<file path="src/rtl/avgp_pkg.sv">
// ----------------------------------------------------------------------------
// avgp_pkg: shared types and constants for the average pooling block
// Sizes, register indexes and the structs that pass between the sequencer,
// the shared divider and the line store.
// ----------------------------------------------------------------------------
package avgp_pkg;

   // frame limits
   localparam int MAX_WIDTH    = 256;
   localparam int MAX_HEIGHT   = 4096;
   localparam int MAX_CHANNELS = 64;
   localparam int MAX_POOL     = 8;
   localparam int MAX_RESULTS  = 64;

   // field and register widths
   localparam int SAMPLE_W   = 16;
   localparam int ROW_W      = 12;
   localparam int COL_W      = 8;
   localparam int CH_W       = 6;
   localparam int POOL_W     = 4;
   localparam int WID_W      = 9;
   localparam int DIM_W      = 13;
   localparam int CHN_W      = 7;
   localparam int PAD_W      = 3;
   localparam int RES_W      = 6;
   localparam int CSR_IDX_W  = 3;
   localparam int CSR_DATA_W = 13;

   // line store: one slot per window row, per column, per channel
   localparam int SLOT_W      = $clog2(MAX_POOL);
   localparam int ADDR_W      = SLOT_W + COL_W + CH_W;
   localparam int STORE_DEPTH = MAX_POOL * MAX_WIDTH * MAX_CHANNELS;

   // window sum and shared divider
   localparam int SUM_W  = SAMPLE_W + $clog2(MAX_POOL * MAX_POOL);
   localparam int CNT_W  = $clog2(MAX_POOL * MAX_POOL + 1);
   localparam int DVD_W  = SUM_W;
   localparam int DVS_W  = CNT_W;
   localparam int DCNT_W = $clog2(DVD_W + 1);

   // register values after reset, and the frame geometry they give
   localparam logic [POOL_W-1:0] RST_POOL   = 4'd2;
   localparam logic [POOL_W-1:0] RST_STRIDE = 4'd2;
   localparam logic [WID_W-1:0]  RST_WIDTH  = 9'd256;
   localparam logic [DIM_W-1:0]  RST_HEIGHT = 13'd256;
   localparam logic [CHN_W-1:0]  RST_CHANS  = 7'd1;
   localparam logic [WID_W-1:0]  RST_OUT_W  = 9'd128;
   localparam logic [DIM_W-1:0]  RST_OUT_H  = 13'd128;

   typedef enum logic [CSR_IDX_W-1:0] {
      CSR_POOL_WIDTH    = 3'd0,
      CSR_POOL_HEIGHT   = 3'd1,
      CSR_STRIDE_WIDTH  = 3'd2,
      CSR_STRIDE_HEIGHT = 3'd3,
      CSR_IN_WIDTH      = 3'd4,
      CSR_IN_HEIGHT     = 3'd5,
      CSR_CHANNELS      = 3'd6,
      CSR_SAME_PADDING  = 3'd7
   } csr_index_type;

   typedef struct packed {
      logic             start;
      logic [DVD_W-1:0] dividend;
      logic [DVS_W-1:0] divisor;
   } div_req_type;

   typedef struct packed {
      logic             done;
      logic [DVD_W-1:0] quotient;
      logic [DVS_W-1:0] remainder;
   } div_rsp_type;

   typedef struct packed {
      logic                en;
      logic [ADDR_W-1:0]   addr;
      logic [SAMPLE_W-1:0] data;
   } store_wr_type;

endpackage

</file>
<file path="src/rtl/avgp_div.sv">
// ----------------------------------------------------------------------------
// avgp_div: shared unsigned divider
// Restoring divider, one quotient bit per cycle; done pulses with the
// quotient and remainder valid.
// ----------------------------------------------------------------------------
module avgp_div (
   input  logic                  clock,
   input  logic                  reset,
   input  avgp_pkg::div_req_type req,
   output avgp_pkg::div_rsp_type rsp
);
   import avgp_pkg::*;

   logic              busy_ff;
   logic              done_ff;
   logic [DCNT_W-1:0] count_ff;
   logic [DVD_W-1:0]  quo_ff;
   logic [DVS_W-1:0]  rem_ff;
   logic [DVS_W-1:0]  divisor_ff;

   logic [DVS_W:0]    shifted;
   logic [DVS_W:0]    diff;
   logic              trial_bit;
   logic [DVS_W-1:0]  trial_rem;

   // trial subtract of the next partial remainder
   always_comb begin
      shifted   = {rem_ff, quo_ff[DVD_W-1]};
      diff      = shifted - {1'b0, divisor_ff};
      trial_bit = shifted >= {1'b0, divisor_ff};
      trial_rem = trial_bit ? diff[DVS_W-1:0] : shifted[DVS_W-1:0];
   end

   // load on start, then shift one bit a cycle
   always_ff @(posedge clock) begin
      if (reset) begin
         busy_ff  <= 1'b0;
         done_ff  <= 1'b0;
         count_ff <= '0;
      end else begin
         done_ff <= 1'b0;
         if (req.start) begin
            quo_ff     <= req.dividend;
            rem_ff     <= '0;
            divisor_ff <= req.divisor;
            count_ff   <= DCNT_W'(DVD_W);
            busy_ff    <= 1'b1;
         end else if (busy_ff) begin
            rem_ff   <= trial_rem;
            quo_ff   <= {quo_ff[DVD_W-2:0], trial_bit};
            count_ff <= count_ff - 1'b1;
            if (count_ff == DCNT_W'(1)) begin
               busy_ff <= 1'b0;
               done_ff <= 1'b1;
            end
         end
      end
   end

   assign rsp.done      = done_ff;
   assign rsp.quotient  = quo_ff;
   assign rsp.remainder = rem_ff;

endmodule

</file>
<file path="config.mk">
export PLATFORM = sky130hd
export DESIGN_NAME = avgp_div
export DESIGN_NICKNAME = d
export VERILOG_FILES = /design/src/rtl/avgp_pkg.sv /design/src/rtl/avgp_div.sv
export SDC_FILE = /design/constraint.sdc
export NUM_CORES = 1
export LEC_CHECK = 0
export BUFFER_PORTS_ARGS = -buffer_cell sky130_fd_sc_hd__buf_2
export CORE_UTILIZATION = 50
export CTS_CLUSTER_SIZE = 16
export DETAILED_ROUTE_END_ITERATION = 8
export PLACE_DENSITY = 0.79
export SETUP_SLACK_MARGIN = 0.1
export SLEW_MARGIN = 15
export SYNTH_ARGS = -nofsm -noshare
export SYNTH_HDL_FRONTEND = slang
export SYNTH_SLANG_ARGS = --single-unit
</file>
<file path="constraint.sdc">
create_clock -name clock -period 4.2 [get_ports clock]
set_input_delay 0.84 -clock clock [delete_from_list [all_inputs] [get_ports clock]]
set_output_delay 0.84 -clock clock [all_outputs]
set_load 0.01 [all_outputs]
</file>
==> flow_summary.json, run 1 <==
{
  "drcViolationCount": 0,
  "synth_area_mm2": 0.00214,
  "fmax_mhz": 451,
  "required_ps": 4310,
  "async_flop_share_pct": 0,
  "clock-root-buffer": "clkbuf_8",
  "worstSetupPathType": "reg2reg",
  "first_global_vias": 1423,
  "nets": 272,
  "clock_sinks": 43,
  "ir_drop_mv": 0.288,
  "via_per_inst": 5.32,
  "die_y_um": 67.4,
  "hold_class": "reg2reg",
  "drive_gt1_share_pct": 41.6,
  "yosys_warnings": 0,
  "synth_edf_count": 36,
  "cts_resized": 0,
  "area_growth_pct": 21.3,
  "finalSetupViolCount": 0,
  "slew_headroom_pct": 55.2,
  "grt_pass1_wl_um": 6430,
  "min_to": "count_ff[3]",
  "finalSetupTns_ps": 0,
  "clk_path_buf_depth": 2,
  "die_area_mm2": 0.00455,
  "rsz0062_at_grt": "no",
  "routed_wl_um": 3980,
  "io_buffers": 61,
  "row_count": 23,
  "slew_violations": 0,
  "p_leak_nw": 1.06,
  "dpl.hpwl_um": 3010,
  "cts_buffers": 5,
  "die-width_um": 67.4,
  "cpMaxStageDelayCell": "fa_1",
  "htree_levels": 2,
  "fill_cells": 325,
  "drtIter0Drc": 56,
  "final_hold_viol_count": 0,
  "power_density_mw_per_mm2": 395,
  "finalClockSkew_ps": 4.67,
  "ys_types": 34,
  "grt_max_degree": 34,
  "clk_pin_slew_ps": 80,
  "avgSynthCellArea_um2": 12.8,
  "power_w": 0.00103,
  "reg2reg_to": "rem_ff[1]",
  "ios": 62,
  "syn_nets": 209,
  "num_vias": 1496,
  "cts_hold_buffers": 0,
  "ys_seq_area_share_pct": 57.0,
  "grt_usage_pct": 19.6,
  "critPathLaunchType": "flop",
  "final_util_pct": 64.0,
  "rrSetupSlack_ps": 1980,
  "postRouteAntennaNets": 0,
  "tritoncts": "done",
  "crit_chain": "inv_1 -> ha_1 -> fa_1 -> nand2b_2 -> o2bb2ai_2 -> a31oi_1 -> nor3_1 -> a211oi_1",
  "diodes": 0,
  "rr_startpoint": "quo_ff[21]",
  "reg2reg_depth": 8,
  "cp_max_fo": 5,
  "first_pass_iters": 4,
  "core_mm2": 0.00406,
  "crit_path_end_kind": "flop",
  "place.gp.congestion": 0.767,
  "synth_flop_cell": "edfxtp_1",
  "start_util_pct": 52.8,
  "synth_seq_cells": 43,
  "cpPeakStageDelay_ps": 410,
  "wl_per_cell_um": 14.2,
  "postCtsSetupBuffers": 0,
  "antenna_found_initial": 0,
  "syn_inst": 167,
  "min_from": "count_ff[3]",
  "max_cap_violations": 0,
  "grt_overflow_total": 0,
  "hold-path-cell-count": 2,
  "crit_arrival_ps": 2330,
  "worst_pin_slew_ps": 671,
  "status": "finished clean",
  "period_share_pct": 52.9,
  "clk_latency_ps": 280,
  "period_needed_ps": 2220
}
==> metrics by stage <==
stage / area (µm²) / worst slack (ps) / cells / hold WS [ps]
floorplan: 2140 / 1150 / 167 / 528
global placement: 2490 / 1710 / 273 / 553
detailed placement: 2490 / 1670 / 273 / 556
CTS: 2600 / 1950 / 281 / 564
global route: 2600 / 1770 / 281 / 593
finish: 2600 / 1980 / 281 / 563
==> critical path, delay by kind of cell, from the launching register on <==
family | cells | cell delay [ps]
AND/OR/NAND/NOR | 2 | 300
buffers and inverters | 1 | 50
flip-flops | 1 | 370
adder cells (fa/ha/maj) | 2 | 630
AO/OA/AOI/OAI | 3 | 680
==> area by class of cell <==
class                   count  area [µm²]  area share (%)
clock inverters             1        30.0            1.16
clock buffers               7        76.3            2.94
flip-flops and latches     43        1220            47.0
well taps                  50        62.6            2.41
repair buffers             62         313            12.0
inverters                  13        48.8            1.88
multi-input cells         105         845            32.5
==> synth_stat cells, types with 2 or more instances <==
cell type  instances  area share, %
nor3_1             9            2.1
a21oi_1           11            2.6
nor2b_1            3           0.88
xnor2_1            5            2.0
ha_1               9            5.3
nor2_1             8            1.4
inv_1             13            2.3
o21a_1             2           0.70
mux2i_1            2           0.94
dfxtp_1            7            6.5
nand3_1            5            1.2
mux2_2            22             12
clkbuf_1           3           0.53
a211oi_1           3            1.1
nand2_1            3           0.53
edfxtp_1          36             50
a22o_1             2           0.82
o21ai_0            6            1.4
buf_2              2           0.47
nor4b_1            2           0.82
==> cells by family after synthesis <==
kind of cell | share of synthesized area (%)
AO/OA/AOI/OAI | 9.99
XOR/XNOR | 2.45
adder cells (fa/ha/maj) | 6.20
buffers and inverters | 3.62
flip-flops | 57.0
multiplexers | 12.5
AND/OR/NAND/NOR | 8.18
==> flip-flops by register name (all words and copies together), names as in the netlist <==
| signal | count |
|---|---|
| rem_ff | 7 |
| divisor_ff | 7 |
| quo_ff | 22 |
| done_ff | 1 |
| count_ff | 5 |
| busy_ff | 1 |
==> placed cells by master, fill, tap and decap left out, types with 2 or more instances in the layout <==
| cell type | count |
|---|---|
| dfxtp_1 | 7 |
| o21ai_0 | 6 |
| buf_2 | 61 |
| nand3_1 | 5 |
| inv_1 | 13 |
| nor2b_1 | 3 |
| mux2i_1 | 2 |
| clkbuf_8 | 5 |
| xnor2_1 | 5 |
| nand2_1 | 3 |
| a21oi_1 | 11 |
| a211oi_1 | 3 |
| nor4b_1 | 2 |
| o21a_1 | 2 |
| clkbuf_1 | 2 |
| ha_1 | 9 |
| edfxtp_1 | 36 |
| mux2_2 | 22 |
| nor2_1 | 7 |
| nor3_1 | 9 |
| a22o_1 | 2 |
==> power breakdown <==
| part | switching (W) | internal, W | total (W) |
|---|---|---|---|
| Clock | 0.000123 | 0.000178 | 0.000301 |
| Sequential | 0.0000193 | 0.000501 | 0.000521 |
| Combinational | 0.000109 | 0.0000960 | 0.000205 |
| Total | 0.000251 | 0.000775 | 0.00103 |
==> worst max-delay path by stage <==
stage / from / end / slack [ps] / cells past startpoint
after floorplan: req[29] / quo_ff[0] / 1150 / 4
after global placement: req[29] / divisor_ff[4] / 1710 / 3
after detailed placement: req[29] / divisor_ff[4] / 1670 / 3
after CTS: quo_ff[21] / rem_ff[1] / 1950 / 8
after global routing: quo_ff[21] / rem_ff[4] / 1770 / 8
final: quo_ff[21] / rem_ff[1] / 1980 / 8
==> metal layers <==
layer  track usage, %  part of all wire [%]  up-vias
met2             33.6                    49       38
met4             7.98                   1.5        0
met1             23.6                    45      703
li1                 -                     -      750
met3             4.73                   4.9        5
met5                0                     0        -
No activity file was read; power rests on OpenSTA's default activity.
==> run 2, diff against run 1 <==
==> constraint.sdc (replaced) <==
create_clock -name clock -period 2.3 [get_ports clock]
set_input_delay 0.46 -clock clock [delete_from_list [all_inputs] [get_ports clock]]
set_output_delay 0.46 -clock clock [all_outputs]
set_load 0.01 [all_outputs]
==> run 2 against run 1 <==
Net effect: power up 77%; maximum frequency is 8.1% higher; worst setup slack worse by 1700 ps; global-route usage increased by 2.9 points; flip-flop and latch count is the same; critical endpoint is now quo_ff[0].
==> flow_summary.json, run 2 (same netlist as run 1, synthesis figures left out) <==
{
  "grt_max_degree": 23,
  "ir_drop_mv": 0.430,
  "antenna_found_initial": 0,
  "fmax_mhz": 487,
  "required_ps": 2350,
  "worstSetupPathType": "reg2reg",
  "max_cap_violations": 0,
  "largest_register": "quo_ff",
  "start_util_pct": 52.8,
  "die_y_um": 67.4,
  "wl_per_cell_um": 15.4,
  "period_needed_ps": 2050,
  "dpl.hpwl_um": 3260,
  "die-width_um": 67.4,
  "finalSetupTns_ps": 0,
  "first_pass_iters": 4,
  "drtIter0Drc": 49,
  "cp.buffers_inverters": 0,
  "htree_levels": 2,
  "place_area_mm2": 0.00254,
  "final_cell_mix": "61 x buf_2, 36 x edfxtp_1, 22 x mux2_2",
  "area_growth_pct": 24.4,
  "power_density_mw_per_mm2": 682,
  "via_per_inst": 5.37,
  "drive_gt1_share_pct": 43.6,
  "final_area_mm2": 0.00266,
  "tritoncts": "done",
  "routed_wl_um": 4410,
  "cpPeakStageDelay_ps": 430,
  "finalSetupViolCount": 0,
  "grt_overflow_total": 0,
  "first_global_vias": 1595,
  "worst_pin_slew_ps": 432,
  "core_mm2": 0.00406,
  "largest_register_ffs": 22,
  "p_int_w": 0.00132,
  "ios": 62,
  "finalClockSkew_ps": 5.16,
  "postRouteAntennaNets": 0,
  "p_sw_share_pct": 27.5,
  "crit_arrival_ps": 2110,
  "die_area_mm2": 0.00455,
  "clock-root-buffer": "clkbuf_8",
  "grt_pass1_wl_um": 7230,
  "cts_hold_buffers": 0,
  "num_vias": 1535,
  "crit_chain": "ha_1 -> o21a_1 -> o21ai_2 -> a31o_4 -> nand2_1 -> mux2_2",
  "io_buffers": 61,
  "diodes": 0,
  "combPwrFrac_pct": 22.5,
  "final_common_cell": "buf_2",
  "slew_violations": 0,
  "row_count": 23,
  "clk_pin_slew_ps": 80,
  "cts_buffers": 5,
  "power_w": 0.00182,
  "p_seq_share_pct": 52.3,
  "clk_latency_ps": 290,
  "clkPwrFrac_pct": 25.2,
  "rsz0062_at_grt": "no",
  "cp_max_fo": 8,
  "place.gp.congestion": 0.852,
  "p_leak_nw": 1.09,
  "hold_class": "in2reg",
  "crit_path_end_kind": "flop",
  "drcViolationCount": 0,
  "grt_usage_pct": 22.5,
  "status": "finished clean",
  "period_share_pct": 89.3,
  "final_hold_viol_count": 0,
  "nets": 277,
  "cpMaxStageDelayCell": "edfxtp_1",
  "slew_headroom_pct": 70.8,
  "clock_sinks": 43,
  "critPathLaunchType": "flop",
  "critPathTopFamily": "compound AO/OA/AOI/OAI gates",
  "reg_top3": "quo_ff: 22 flops, divisor_ff: 7 flops, rem_ff: 7 flops",
  "clk_path_buf_depth": 2,
  "switchingPower_w": 0.000499
}
## run 2: through the flow
step	setup slack [ps]	cells	utilization (%)	hold WS, ps
CTS	130	285	64.7	320
floorplan	215	167	-	528
detailed placement	65.9	277	62.5	554
finish	246	286	65.6	334
global placement	174	277	62.5	554
global route	135	286	65.6	316
## run 2: final timing paths
path | from | to | slack [ps] | cells after the start
setup / recovery | rem_ff[3] | quo_ff[0] | 250 | 6
hold / removal | req[0] | divisor_ff[0] | 330 | 1
setup reg to reg | rem_ff[3] | quo_ff[0] | 250 | 6
hold reg to reg | count_ff[3] | count_ff[3] | 570 | 2
## run 2: layout make-up
| cell class | count | area, µm² |
|---|---|---|
| Clock inverter | 2 | 7.51 |
| Fill cell | 327 | 1400 |
| Multi-Input combinational cell | 105 | 887 |
| Sequential cell | 43 | 1220 |
| Inverter | 13 | 48.8 |
| Timing Repair Buffer | 67 | 363 |
| Tap cell | 50 | 62.6 |
| Clock buffer | 6 | 72.6 |
## run 2: power groups by stage
stage / clock network [W] / logic [W] / registers [W]
finish: 0.000458 / 0.000408 / 0.000950
global route: 0.000509 / 0.000451 / 0.000958
CTS: 0.000473 / 0.000392 / 0.000950
detailed placement: 0 / 0.000387 / 0.000967
global placement: 0 / 0.000375 / 0.000966
floorplan: 0 / 0.000245 / 0.000979
## run 2: worst reg2reg max path, stage by stage, from the launching register on
cell      delay, ps
edfxtp_1        430
ha_1            400
o21a_1          210
o21ai_2         210
a31o_4          180
nand2_1         110
mux2_2          270
## run 2: repair_timing
action                                  in CTS  in global routing
pin swaps                                    0                  1
endpoints found under the setup margin       5                  7
setup buffers                                0                  1
resized for setup                            1                  5
## run 2: layer usage
layer  vias to the layer above  global-route usage, %  wire length (µm)
met3                         6                   6.93               254
met5                         -                      0                 0
met2                        53                   36.9              2210
met1                       722                   26.8              1850
li1                        754                      -                 -
met4                         0                   10.9                87
==> run 3, diff against run 2 <==
--- a/config.mk
+++ b/config.mk
@@ -6,10 +6,12 @@
 export NUM_CORES = 1
 export LEC_CHECK = 0
 export BUFFER_PORTS_ARGS = -buffer_cell sky130_fd_sc_hd__buf_2
+export CORE_ASPECT_RATIO = 0.6
+export CORE_MARGIN = 1
 export CORE_UTILIZATION = 50
 export CTS_CLUSTER_SIZE = 16
 export DETAILED_ROUTE_END_ITERATION = 8
-export PLACE_DENSITY = 0.79
+export PLACE_DENSITY = 0.77
 export SETUP_SLACK_MARGIN = 0.1
 export SLEW_MARGIN = 15
 export SYNTH_ARGS = -nofsm -noshare
==> run 3 against run 2 <==
Net effect: the flow now finishes with violations (DRC); die area rose by 0.19%; clock-buffer cell count unchanged; final cell count is 2.8% higher.
==> flow_summary.json, run 3 (same netlist as run 1, synthesis figures left out) <==
{
  "antenna_found_initial": 0,
  "power_w": 0.00195,
  "clock-root-buffer": "clkbuf_8",
  "multi_input_area_um2": 867,
  "place.gp.congestion": 0.816,
  "worstSetupPathType": "reg2reg",
  "grt_usage_pct": 20.4,
  "violations": "DRC",
  "core_mm2": 0.00410,
  "required_ps": 2460,
  "p_leak_nw": 1.09,
  "postRouteAntennaNets": 0,
  "drcViolationCount": 1,
  "htree_levels": 2,
  "final_hold_viol_count": 0,
  "final_cell_mix": "61 x buf_2, 36 x edfxtp_1, 22 x mux2_2",
  "finalSetupTns_ps": 0,
  "start_util_pct": 52.2,
  "finalClockSkew_ps": 10.7,
  "crit_path_end": "rem_ff[5]",
  "wl_per_cell_um": 14.7,
  "drive_gt1_share_pct": 44.0,
  "slew_violations": 0,
  "cp_max_fo": 8,
  "reg_top3": "quo_ff: 22 flops, divisor_ff: 7 flops, rem_ff: 7 flops",
  "io_buffers": 61,
  "worst_pin_slew_ps": 550,
  "ios": 62,
  "fmax_mhz": 471,
  "grt_pass1_wl_um": 6760,
  "period_share_pct": 92.3,
  "clk_pin_slew_ps": 90,
  "via_per_inst": 5.21,
  "ir_drop_mv": 0.348,
  "die_y_um": 52.7,
  "max_cap_violations": 0,
  "cpPeakStageDelay_ps": 360,
  "holdWs_ps": 340,
  "crit_chain": "inv_1 -> ha_1 -> fa_2 -> nand2b_2 -> o2bb2ai_2 -> a31o_4 -> a22o_1 -> a21oi_1",
  "clk_latency_ps": 300,
  "hold_class": "in2reg",
  "period_needed_ps": 2120,
  "crit_arrival_ps": 2280,
  "rsz0062_at_grt": "yes",
  "rr_startpoint": "quo_ff[21]",
  "routed_wl_um": 4320,
  "diodes": 0,
  "crit_start": "quo_ff[21]",
  "clock_sinks": 43,
  "tritoncts": "done",
  "cpMaxStageDelayCell": "edfxtp_1",
  "cts_buffers": 5,
  "reg2reg_to": "rem_ff[5]",
  "reg2reg_depth": 8,
  "first_pass_iters": 8,
  "die-width_um": 86.5,
  "num_vias": 1531,
  "grt_max_degree": 32,
  "largest_register_ffs": 22,
  "fill_cells": 325,
  "power_density_mw_per_mm2": 731,
  "row_count": 18,
  "crit_path_end_kind": "flop",
  "rrSetupSlack_ps": 180,
  "die_area_mm2": 0.00456,
  "drtIter0Drc": 77,
  "grt_overflow_total": 0,
  "clk_path_buf_depth": 2,
  "nets": 275,
  "status": "finished with violations",
  "largest_register": "quo_ff",
  "slew_headroom_pct": 63.2,
  "final-seq-area_mm2": 0.00122,
  "dpl.hpwl_um": 3260,
  "area_growth_pct": 24.5,
  "finalSetupViolCount": 0,
  "critPathLaunchType": "flop",
  "final_common_cell": "buf_2",
  "first_global_vias": 1396
}
## run 3: worst min-delay path by stage
stage                 from             to  slack [ps]  cells after the start
2_1_floorplan      busy_ff        done_ff         530                      1
3_3_place_gp   count_ff[3]    count_ff[3]         550                      2
3_5_place_dp     quo_ff[6]      quo_ff[7]         560                      1
4_1_cts             req[3]  divisor_ff[3]         330                      1
5_1_grt             req[3]  divisor_ff[3]         330                      1
6_report            req[3]  divisor_ff[3]         340                      1
## run 3: critical path, delay by kind of cell, from the launching register on
family | cells | cell delay [ps]
buffers and inverters | 1 | 50
AO/OA/AOI/OAI | 4 | 790
AND/OR/NAND/NOR | 1 | 200
flip-flops | 1 | 360
adder cells (fa/ha/maj) | 2 | 570
## run 3: layout make-up
class                   count  share of cell area, %
clock buffers               6                   3.10
clock inverters             2                   1.31
inverters                  13                   1.83
multi-input cells         105                   32.5
flip-flops and latches     43                   45.8
well taps                  60                   2.82
repair buffers             65                   12.6
## run 3: per-layer routing
| layer | share of wire, % | vias to the layer above | global-route usage [%] |
|---|---|---|---|
| met5 | 0 | - | 0 |
| met4 | 0.79 | 0 | 5.83 |
| met3 | 5.8 | 5 | 5.04 |
| met2 | 42 | 46 | 30.3 |
| met1 | 51 | 731 | 29.6 |
| li1 | - | 749 | - |
## run 3: per-stage QoR
stage	setup slack (ps)	util [%]	instance area [µm²]	instances
floorplan	215	-	2150	167
finish	176	65.0	2670	294
global placement	197	61.5	2520	285
CTS	119	64.6	2650	293
global route	84.4	65.0	2670	294
detailed placement	71.8	61.5	2520	285
## run 3: what timing repair did
item                       in CTS  in global routing
hold buffers                    0                  0
buffers inserted                0                  1
cloned                          0                  0
resized for setup               1                  2
setup endpoints to repair       3                  7
## run 3: power breakdown
group,switching (W),total [W],internal [W],leakage (nW)
clock network,0.000252,0.000603,0.000351,0.0612
registers,0.0000375,0.000952,0.000915,0.401
logic,0.000211,0.000393,0.000182,0.625
